**src/rtl/rmf_pkg.sv**
```systemverilog
// rmf_pkg: shared types and constants for the running median filter
// holds the sorted cell entry type and request codes; no dependencies

package rmf_pkg;

  // default window depth, the age field width (enough for windows up to 32 deep) and sample width
  localparam int unsigned WINDOW_DEPTH_DEF = 5;
  localparam int unsigned AGE_W            = 5;
  localparam int unsigned SAMPLE_W         = 16;

  // request kinds carried on the input tuser
  typedef enum logic {
    REQ_PUSH  = 1'b0,
    REQ_CLEAR = 1'b1
  } req_e;

  // one entry of the sorted chain
  typedef struct packed {
    logic                vld;
    logic [AGE_W-1:0]    age;
    logic [SAMPLE_W-1:0] val;
  } cell_t;

endpackage

```
**src/rtl/rmf_cell.sv**
```systemverilog
// rmf_cell: one slot of the sorted sample chain
// holds a sample with its age; on a push it takes the new sample, keeps its entry or takes a neighbor's; uses rmf_pkg

module rmf_cell
  import rmf_pkg::*;
#(
  parameter int unsigned WINDOW_DEPTH = WINDOW_DEPTH_DEF
) (
  input  logic                clk_i,
  input  logic                rst_ni,
  input  logic                push_i,
  input  logic                clear_i,
  input  logic                full_i,
  input  logic [SAMPLE_W-1:0] sample_i,
  input  cell_t               left_i,
  input  logic                left_gt_i,
  input  cell_t               right_i,
  input  logic                right_gt_i,
  input  logic                rm_i,
  output cell_t               cell_o,
  output logic                gt_o,
  output logic                rm_o
);

  cell_t cell_q, cell_d;
  logic  ev;
  cell_t cand_a, cand_b, pick;
  logic  gt_a, gt_b, take_new;

  // new sample sorts ahead of this entry (empty slots count as larger)
  assign gt_o = !cell_q.vld || (cell_q.val > sample_i);

  // this entry is the oldest one and leaves on a push into a full window
  assign ev   = push_i && full_i && cell_q.vld &&
                (cell_q.age == AGE_W'(WINDOW_DEPTH - 1));
  assign rm_o = rm_i || ev;

  // pick the post-eviction neighbors, then the insertion choice
  always_comb begin
    if (rm_i) begin
      cand_a = right_i;
      gt_a   = right_gt_i;
      cand_b = cell_q;
      gt_b   = gt_o;
    end else if (ev) begin
      cand_a = right_i;
      gt_a   = right_gt_i;
      cand_b = left_i;
      gt_b   = left_gt_i;
    end else begin
      cand_a = cell_q;
      gt_a   = gt_o;
      cand_b = left_i;
      gt_b   = left_gt_i;
    end
    take_new = gt_a && !gt_b;
    pick     = gt_a ? cand_b : cand_a;
    cell_d   = cell_q;
    if (clear_i) begin
      cell_d.vld = 1'b0;
    end else if (push_i) begin
      if (take_new) begin
        cell_d.vld = 1'b1;
        cell_d.age = '0;
        cell_d.val = sample_i;
      end else begin
        cell_d.vld = pick.vld;
        cell_d.age = pick.age + AGE_W'(1);
        cell_d.val = pick.val;
      end
    end
  end

  // entry register
  always_ff @(posedge clk_i or negedge rst_ni) begin
    if (!rst_ni) begin
      cell_q <= '0;
    end else begin
      cell_q <= cell_d;
    end
  end

  assign cell_o = cell_q;

endmodule

```
**src/rtl/running_median_filter.sv**
```systemverilog
// running_median_filter: median of the last WINDOW_DEPTH samples via a sorted cell chain
// a push passes the chain update, then the median select into the output register; a held output stalls it
// throughput: one item per cycle while the output is taken; the chain inserts and evicts in the same cycle
// a clear transfer empties the chain and gives no result
// reset: asynchronous, active low; empties the window and drops any pending result
// depends on rmf_pkg and rmf_cell

module running_median_filter
  import rmf_pkg::*;
#(
  parameter int unsigned WINDOW_DEPTH = WINDOW_DEPTH_DEF
) (
  input  logic                clk_i,
  input  logic                rst_ni,
  input  logic                s_axis_tvalid_i,
  output logic                s_axis_tready_o,
  input  logic [15:0]         s_axis_tdata_i,  // [15:0] distance_mm
  input  logic                s_axis_tuser_i,  // [0] req_type
  output logic                m_axis_tvalid_o,
  input  logic                m_axis_tready_i,
  output logic [15:0]         m_axis_tdata_o   // [15:0] median_mm
);

  localparam int unsigned CW = $clog2(WINDOW_DEPTH + 1);
  localparam int unsigned IW = (WINDOW_DEPTH > 1) ? $clog2(WINDOW_DEPTH) : 1;

  logic          in_xfer, push, clear, full, pend_move;
  logic          pend_q, pend_d, out_vld_q, out_vld_d;
  logic [CW-1:0] cnt_q, cnt_d, mid;
  logic [15:0]   out_q;
  cell_t         cells [WINDOW_DEPTH];
  logic          gts   [WINDOW_DEPTH];
  logic          rms   [WINDOW_DEPTH+1];
  cell_t         empty_cell;

  // input transfer decode
  assign in_xfer = s_axis_tvalid_i && s_axis_tready_o;
  assign push    = in_xfer && (req_e'(s_axis_tuser_i) == REQ_PUSH);
  assign clear   = in_xfer && (req_e'(s_axis_tuser_i) == REQ_CLEAR);
  assign full    = (cnt_q == CW'(WINDOW_DEPTH));

  assign empty_cell = '0;
  assign rms[0]     = 1'b0;

  // sorted chain of cells
  for (genvar i = 0; i < WINDOW_DEPTH; i++) begin : g_cell
    cell_t left_c, right_c;
    logic  left_gt, right_gt;
    if (i == 0) begin : g_lo
      assign left_c  = empty_cell;
      assign left_gt = 1'b0;
    end else begin : g_lo
      assign left_c  = cells[i-1];
      assign left_gt = gts[i-1];
    end
    if (i == WINDOW_DEPTH - 1) begin : g_hi
      assign right_c  = empty_cell;
      assign right_gt = 1'b1;
    end else begin : g_hi
      assign right_c  = cells[i+1];
      assign right_gt = gts[i+1];
    end
    rmf_cell #(
      .WINDOW_DEPTH(WINDOW_DEPTH)
    ) u_cell (
      .clk_i     (clk_i),
      .rst_ni    (rst_ni),
      .push_i    (push),
      .clear_i   (clear),
      .full_i    (full),
      .sample_i  (s_axis_tdata_i),
      .left_i    (left_c),
      .left_gt_i (left_gt),
      .right_i   (right_c),
      .right_gt_i(right_gt),
      .rm_i      (rms[i]),
      .cell_o    (cells[i]),
      .gt_o      (gts[i]),
      .rm_o      (rms[i+1])
    );
  end

  // fill count and pending result control
  assign pend_move       = pend_q && (!out_vld_q || m_axis_tready_i);
  assign s_axis_tready_o = !pend_q || pend_move;

  always_comb begin
    cnt_d = cnt_q;
    if (clear) begin
      cnt_d = '0;
    end else if (push && !full) begin
      cnt_d = cnt_q + CW'(1);
    end
    pend_d = push || (pend_q && !pend_move);
    out_vld_d = pend_move || (out_vld_q && !m_axis_tready_i);
  end

  // median slot at index count/2
  assign mid = cnt_q >> 1;

  always_ff @(posedge clk_i or negedge rst_ni) begin
    if (!rst_ni) begin
      cnt_q     <= '0;
      pend_q    <= 1'b0;
      out_vld_q <= 1'b0;
    end else begin
      cnt_q     <= cnt_d;
      pend_q    <= pend_d;
      out_vld_q <= out_vld_d;
    end
  end

  // output register
  always_ff @(posedge clk_i) begin
    if (pend_move) begin
      out_q <= cells[mid[IW-1:0]].val;
    end
  end

  assign m_axis_tvalid_o = out_vld_q;
  assign m_axis_tdata_o  = out_q;

endmodule
```
**config.mk**
```make
export PLATFORM = sky130hd
export DESIGN_NAME = running_median_filter
export DESIGN_NICKNAME = d
export VERILOG_FILES = /design/src/rtl/rmf_pkg.sv /design/src/rtl/rmf_cell.sv /design/src/rtl/running_median_filter.sv
export SDC_FILE = /design/constraint.sdc
export NUM_CORES = 1
export LEC_CHECK = 0
export BUFFER_PORTS_ARGS = -buffer_cell sky130_fd_sc_hd__buf_2
export CORE_MARGIN = 10
export CORE_UTILIZATION = 50
export CTS_CLUSTER_SIZE = 12
export DETAILED_ROUTE_END_ITERATION = 8
export PLACE_DENSITY = 0.74
export SYNTH_ARGS = -nofsm -noshare
export SYNTH_HDL_FRONTEND = slang
export SYNTH_SLANG_ARGS = --single-unit
```
**constraint.sdc**
```tcl
create_clock -name clk_i -period 5.11 [get_ports clk_i]
set_input_delay 0.7665 -clock clk_i [delete_from_list [all_inputs] [get_ports clk_i]]
set_output_delay 0.7665 -clock clk_i [all_outputs]
set_load 0.005 [all_outputs]
```
After elaboration in Yosys (flattened, before gate mapping). Cells that the tools add are included.

Reductions and logical operators: 67. Add/subtract/negate cells: 6. $lt $le $gt $ge: 6. Equality and inequality tests: 12. Bitwise operators: 3. Multiplexer cells: 49.

Operators with widths (number): 22-bit 2-to-1 mux (27); 16-bit greater-than comparator (5); 22-bit binary-select mux with 3-bit select (1); 16-bit 2-to-1 mux (2); 5-bit by 1-bit adder with 5-bit output (second input constant) (5); 5-bit by 3-bit equality test with 1-bit output (second input constant) (5); 1-bit logical AND (22); 5-bit nonzero test (4); 1-bit 2-to-1 mux (17); 4-bit nonzero test (4); 1-bit logical NOT (14); 1-bit logical OR (12); 4-bit != test (second input constant) (3); 3-bit AND reduction (4); 4-bit AND reduction (3); 3-bit != test (second input constant) (3); 3-bit 2-to-1 mux (2); 4-bit greater-or-equal comparator (second input constant) (1); 2-bit inverter with 4-bit output (1); 2-bit AND reduction (2); 2-bit nonzero test (2); 3-bit by 1-bit adder with 3-bit output (second input constant) (1); 3-bit equality test (second input constant) (1); 1-bit inverter (2).

Logic and storage cells: 162. Output and inout port bits: 18. Register bits after elaboration: 131. Bits of input ports: 21.

Longest topological paths before layout.
Depth after elaboration: 18. Mapped depth: 20. Mapped depth without buffers: 16.

Hierarchy. A second synthesis with hierarchy kept.

Cells, all modules: 1213. Area, all modules: 11254.5 µm².

By module, submodules not included: rmf_cell (g_cell[0].u_cell ...) (instances 4, cells an instance 227, area an instance 2006.9 µm², sequential area each 550.5 µm²); rmf_cell (g_cell[4].u_cell) (instances 1, cells an instance 238, area an instance 2021.9 µm², sequential area each 550.5 µm²); running_median_filter (instances 1, cells an instance 67, area an instance 1204.9 µm², sequential area each 605.6 µm²).

Worst setup path after synthesis. Ideal clock, no wire load.

Path type: register to register. Start point: register cnt_q[1]. End point: register g_cell[4].u_cell.cell_q (netlist bit g_cell[4].u_cell.cell_o[20]). Period minus slack after synthesis: 3.907 ns. Path buffers: 5. Arrival time: 3.830 ns. Setup time: 0.078 ns. Stages on the path, launching flop included: 21. Slack: 1.203 ns. Required time: 5.032 ns. Cell sequence: dfrtp_1 -> clkbuf_1 -> clkbuf_1 -> inv_1 -> ha_1 -> and3b_1 -> and3_1 -> nand2b_1 -> buf_2 -> o21a_1 -> buf_2 -> buf_2 -> nand2_1 -> o21ai_0 -> ha_1 -> nand3_1 -> nor2_1 -> nand2_1 -> a21oi_1 -> a31oi_1 -> o2bb2ai_1.

Longest elaborated chain between the ends: 11. Elaborated cells between the ends (all ways): 26. Classes of those cells: 1 x add/sub; 1 x eq/ne; 8 x mux; 16 x reduce/logical.

RTL lines: from (decl) (line running_median_filter.sv:29) `logic [CW-1:0] cnt_q, cnt_d, mid;`; from (signal assigned) (line running_median_filter.sv:107) `cnt_q <= cnt_d;`; 3-bit equality test (*) (line running_median_filter.sv:40) `assign full = (cnt_q == CW'(WINDOW_DEPTH));`; 1-bit logical AND (*) (line rmf_cell.sv:34) `assign ev = push_i && full_i && cell_q.vld &&`; 1-bit logical AND (2 in a row) (line rmf_cell.sv:34); 1-bit logical OR (3 in a row) (line rmf_cell.sv:36) `assign rm_o = rm_i || ev;`; 22-bit 2-to-1 mux or 1-bit 2-to-1 mux (tied branches) (line rmf_cell.sv:40) `if (rm_i) begin`; 22-bit 2-to-1 mux or 1-bit logical NOT (tied branches) (line rmf_cell.sv:57, rmf_cell.sv:56); 5-bit by 1-bit adder with 5-bit output or 1-bit logical AND (tied branches) (line rmf_cell.sv:68, rmf_cell.sv:56); 22-bit 2-to-1 mux (*) (line rmf_cell.sv:62) `if (take_new) begin`; to (signal assigned) (line rmf_cell.sv:79) `cell_q <= cell_d;`; to (decl) (line rmf_cell.sv:25) `cell_t cell_q, cell_d;`.

Every way passes the cells marked *; elsewhere a longest branch is shown, timed or not. The select of a mux whose other input is x is not followed. A chain may end at the register's enable or synchronous reset.

Worst setup path after layout.
Start point: input port s_axis_tdata_i[15]. End point: register g_cell[2].u_cell.cell_q (netlist bit g_cell[2].u_cell.cell_o[10]).

Longest elaborated chain between the ends: 7. Elaborated cells between the ends (all ways): 16. Classes of those cells: 3 x order compare; 1 x eq/ne; 5 x mux; 7 x reduce/logical.

RTL lines: from (decl) (line running_median_filter.sv:17) `input logic [15:0] s_axis_tdata_i,`; 16-bit greater-than comparator (line rmf_cell.sv:31) `assign gt_o = !cell_q.vld || (cell_q.val > sample_i);`; 1-bit logical OR (line rmf_cell.sv:31); 1-bit 2-to-1 mux (on tied branches) (line rmf_cell.sv:45, rmf_cell.sv:40); 1-bit 2-to-1 mux or 1-bit logical NOT (tied branches) (line rmf_cell.sv:40, rmf_cell.sv:56); 1-bit logical AND (line rmf_cell.sv:56) `take_new = gt_a && !gt_b;`; 3-bit != test (no source line) or 4-bit nonzero test (tied branches); 4-bit AND reduction (no source line); to (signal assigned) (line rmf_cell.sv:79); to (decl) (line rmf_cell.sv:25).

Several ways; a longest one is shown, not always the timed one.

==> results.yml <==
critical_path:
  crit_arrival_ns: 4.51
  cp_slowest_cell: "o22ai_2"
  worstSetupPathType: "in2reg"
  crit_buf_inv: 2
  r2r_end: "g_cell[2].u_cell.cell_o[10]"
  reg2reg_depth: 8
  path_delay_family: "compound AO/OA/AOI/OAI gates"
  rrSetupSlack_ns: 1.09
  required_ns: 5.44
  slowest_delay_ns: 0.92
  rr_startpoint: "g_cell[3].u_cell.cell_o[15]"
  crit_chain: "buf_2 -> inv_1 -> ha_1 -> nand4_1 -> or4_4 -> o2111ai_2 -> nand3_4 -> o22ai_2 -> a222oi_1 -> o21ai_0"
  path_max_fanout: 17
  crit_end: "g_cell[2].u_cell.cell_o[10]"
  path_depth: 10
  start_kind: "input port"
  cp-end-kind: "flop"
  worstSetupStartpoint: "s_axis_tdata_i[15]"
clock_network:
  numCtsBuffers: 17
  clk_pin_slew_ns: 0.06
  cts_root_buf: "clkbuf_16"
  cts_resized: 0
  clockBufferDepth: 2
  cts_hold_buf: 0
  post_cts_buffers: 0
  cts.sinks: 131
  cts_tree: "done"
  htreeDepth: 4
  clock_latency_ns: 0.43
logic_synthesis:
  avgSynthCellArea_um2: 8.84
  ys_types: 75
  synth-main-ff-cell: "dfrtp_1"
  syn_inst: 1076
  ys_seq_area_share_pct: 35.3
  synth_edf_count: 16
  syn-cell-area_um2: 9510
  syn_nets: 1184
  ys_ff_latch: 131
  async_reset_ff_share_pct: 87.8
  yosys_warnings: 0
sta:
  max_slew_margin_pct: 21.6
  tns_ns: 0
  setup_viol: 0
  worst-slew-pin-transition_ns: 1.18
  fin_crit_sh_pct: 81.7
  slew_violations: 0
  rsz0062_at_grt: "no"
  max_freq_ghz: 0.240
  skew_ns: 0.0126
  period_minus_slack_ns: 4.18
  hold_viol: 0
drt:
  wl_per_cell_um: 22.3
  postRouteAntennaNets: 0
  via_per_inst: 6.69
  first_iter_violations: 935
  drt-pass1-iter-count: 8
  routed_wl_mm: 29.9
  drc: 0
  vias: 8991
floorplan:
  dieArea_um2: 24900
  die_h_um: 158
  core_um2: 18700
  initial_utilization_pct: 50.8
  num_io_pins: 39
  dieWidth_um: 158
  rows: 50
global_routing:
  grt_max_degree: 47
  grt_util_all_layers_pct: 24.5
  grt.overflow.total: 0
  grt_pass1_vias: 8744
  antenna_found_initial: 0
  grt_pass1_wl_mm: 48.3
pwr:
  pwr-share-comb_pct: 37.7
  swShare_pct: 40.7
  p_clk_share_pct: 23.9
  power_density_nw_per_um2: 473
  power_switching_mw: 2.02
  power.share.sequential_pct: 38.4
  internal-power_mw: 2.94
  peakVddDrop_mv: 0.283
  cellLeakagePower_nw: 4.49
finish:
  fillCellCount: 1705
  fin_nets: 1204
  multi_input_area_um2: 5780
  area_delta_synth_final_pct: 10.4
  regArea_um2: 3360
  postLayoutCoreUtil_pct: 56.1
  drive_gt1_share_pct: 12.6
place:
  dp_hpwl_mm: 20.4
  place.gp.congestion: 0.969
  port_buffers: 38
min_path:
  min_path_type: "in2async"
outcome:
  status: "finished, final reports clean"
flow_run:
  drv_cap: 0
how the worst min path moves through the flow:
| stage | start | end | slack, ns |
|---|---|---|---|
| 4_1_cts | rst_ni | g_cell[0].u_cell.cell_o[5] | 0.32 |
| 3_3_place_gp | pend_q | m_axis_tvalid_o | 0.45 |
| 6_report | rst_ni | g_cell[0].u_cell.cell_o[5] | 0.32 |
| 2_1_floorplan | pend_q | m_axis_tvalid_o | 0.45 |
| 5_1_grt | rst_ni | g_cell[0].u_cell.cell_o[5] | 0.34 |
| 3_5_place_dp | pend_q | m_axis_tvalid_o | 0.48 |
layout make-up:
class                           count  area share [%]
Multi-Input combinational cell    852            55.1
Sequential cell                   131            32.0
Clock buffer                       19            4.32
Timing Repair Buffer               63            3.63
Tap cell                          234            2.79
Inverter                           31            1.11
Clock inverter                     13            1.05
Antenna cell                        1          0.0239
kinds of logic after synthesis:
| logic type | after synthesis | share of synthesized area, % |
|---|---|---|
| adder cells (fa/ha/maj) | 87 | 11.5 |
| AND/OR/NAND/NOR | 358 | 18.0 |
| AO/OA/AOI/OAI | 365 | 24.6 |
| buffers and inverters | 93 | 4.29 |
| multiplexers | 29 | 5.17 |
| flip-flops | 131 | 35.3 |
| XOR/XNOR | 13 | 1.20 |
flip-flops by register name, indices dropped and copies added, names as in the netlist:
| name | flops |
|---|---|
| g_cell.u_cell.cell_o | 110 |
| m_axis_tdata_o | 16 |
| cnt_q | 3 |
| m_axis_tvalid_o | 1 |
| pend_q | 1 |
placed cells by master, fill, tap and decap left out, types with 6 or more instances in the layout:
master and instances:
mux2i_1 12, and2_1 6, a221oi_1 9, mux4_2 16, a21oi_1 117, ha_1 87
nor2_1 58, and3_1 6, dfrtp_1 115, buf_4 26, nor2_2 6, o22a_1 15
edfxtp_1 16, buf_2 37, a22o_1 12, a222oi_1 17, a22oi_1 28, nand2b_1 8
nor3_1 29, inv_1 31, clkbuf_16 17, nor2b_1 8, o31ai_1 9, xnor2_1 9
nand2_1 151, o21ai_1 29, nand4_1 19, o21ai_0 62, a21o_1 6, nand3_1 35
a31oi_1 19
stage by stage:
stage / cells / hold WS [ns] / total power [mW] / setup WS, ns / instance area, um2
CTS: 1343 / 0.324 / 4.93 / 1.04 / 10500
finish: 1344 / 0.316 / 4.96 / 0.935 / 10500
global route: 1343 / 0.343 / 5.29 / 0.694 / 10500
global placement: 1311 / 0.454 / 3.66 / 0.671 / 9930
detailed placement: 1311 / 0.482 / 3.73 / 0.610 / 9930
floorplan: 1076 / 0.449 / 3.11 / 1.20 / 9510
power groups by stage:
stage / clock, mW / sequential (mW) / combinational (mW)
after floorplan: 0 / 1.71 / 1.40
after global placement: 0 / 1.88 / 1.78
after detailed placement: 0 / 1.89 / 1.84
after CTS: 1.20 / 1.88 / 1.85
after global routing: 1.24 / 1.95 / 2.09
final: 1.19 / 1.90 / 1.87
synth_stat cells, drive strengths merged (3+ instances only):
| library cell | number | share of area, % |
|---|---|---|
| nor2b | 8 | 0.53 |
| ha | 87 | 11 |
| clkbuf | 36 | 1.4 |
| o21a | 3 | 0.24 |
| nor4 | 4 | 0.26 |
| a21boi | 4 | 0.32 |
| a31oi | 20 | 1.5 |
| a21o | 6 | 0.47 |
| inv | 31 | 1.2 |
| xnor2 | 9 | 0.83 |
| a222oi | 17 | 1.8 |
| buf | 26 | 1.6 |
| o22ai | 6 | 0.46 |
| nor2 | 66 | 2.8 |
| o211ai | 4 | 0.32 |
| xor2 | 4 | 0.37 |
| and3 | 6 | 0.39 |
| or3 | 3 | 0.20 |
| a22oi | 28 | 2.2 |
| o31ai | 10 | 0.79 |
| nand2 | 153 | 6.2 |
| o22a | 15 | 1.4 |
| dfrtp | 115 | 30 |
| a21oi | 118 | 6.3 |
| nand3 | 38 | 2.3 |
| or4b | 3 | 0.32 |
| edfxtp | 16 | 5.1 |
| nor3 | 29 | 1.5 |
| a22o | 12 | 1.1 |
| mux2i | 12 | 1.3 |
| nand2b | 8 | 0.53 |
| o21ai | 92 | 4.9 |
| a221oi | 9 | 0.83 |
| and2 | 7 | 0.49 |
| nand4 | 19 | 1.3 |
| mux4 | 16 | 3.8 |
| nand3b | 4 | 0.32 |
metal layers:
layer	vias to the layer above	share of wire (%)	global-route usage, %
met2	451	47	39.5
met5	-	0	0
met1	4379	41	30.9
met3	75	8.5	5.05
met4	0	3.7	11.4
li1	4086	-	-
Note: power is estimated with default switching activity, not from simulation.
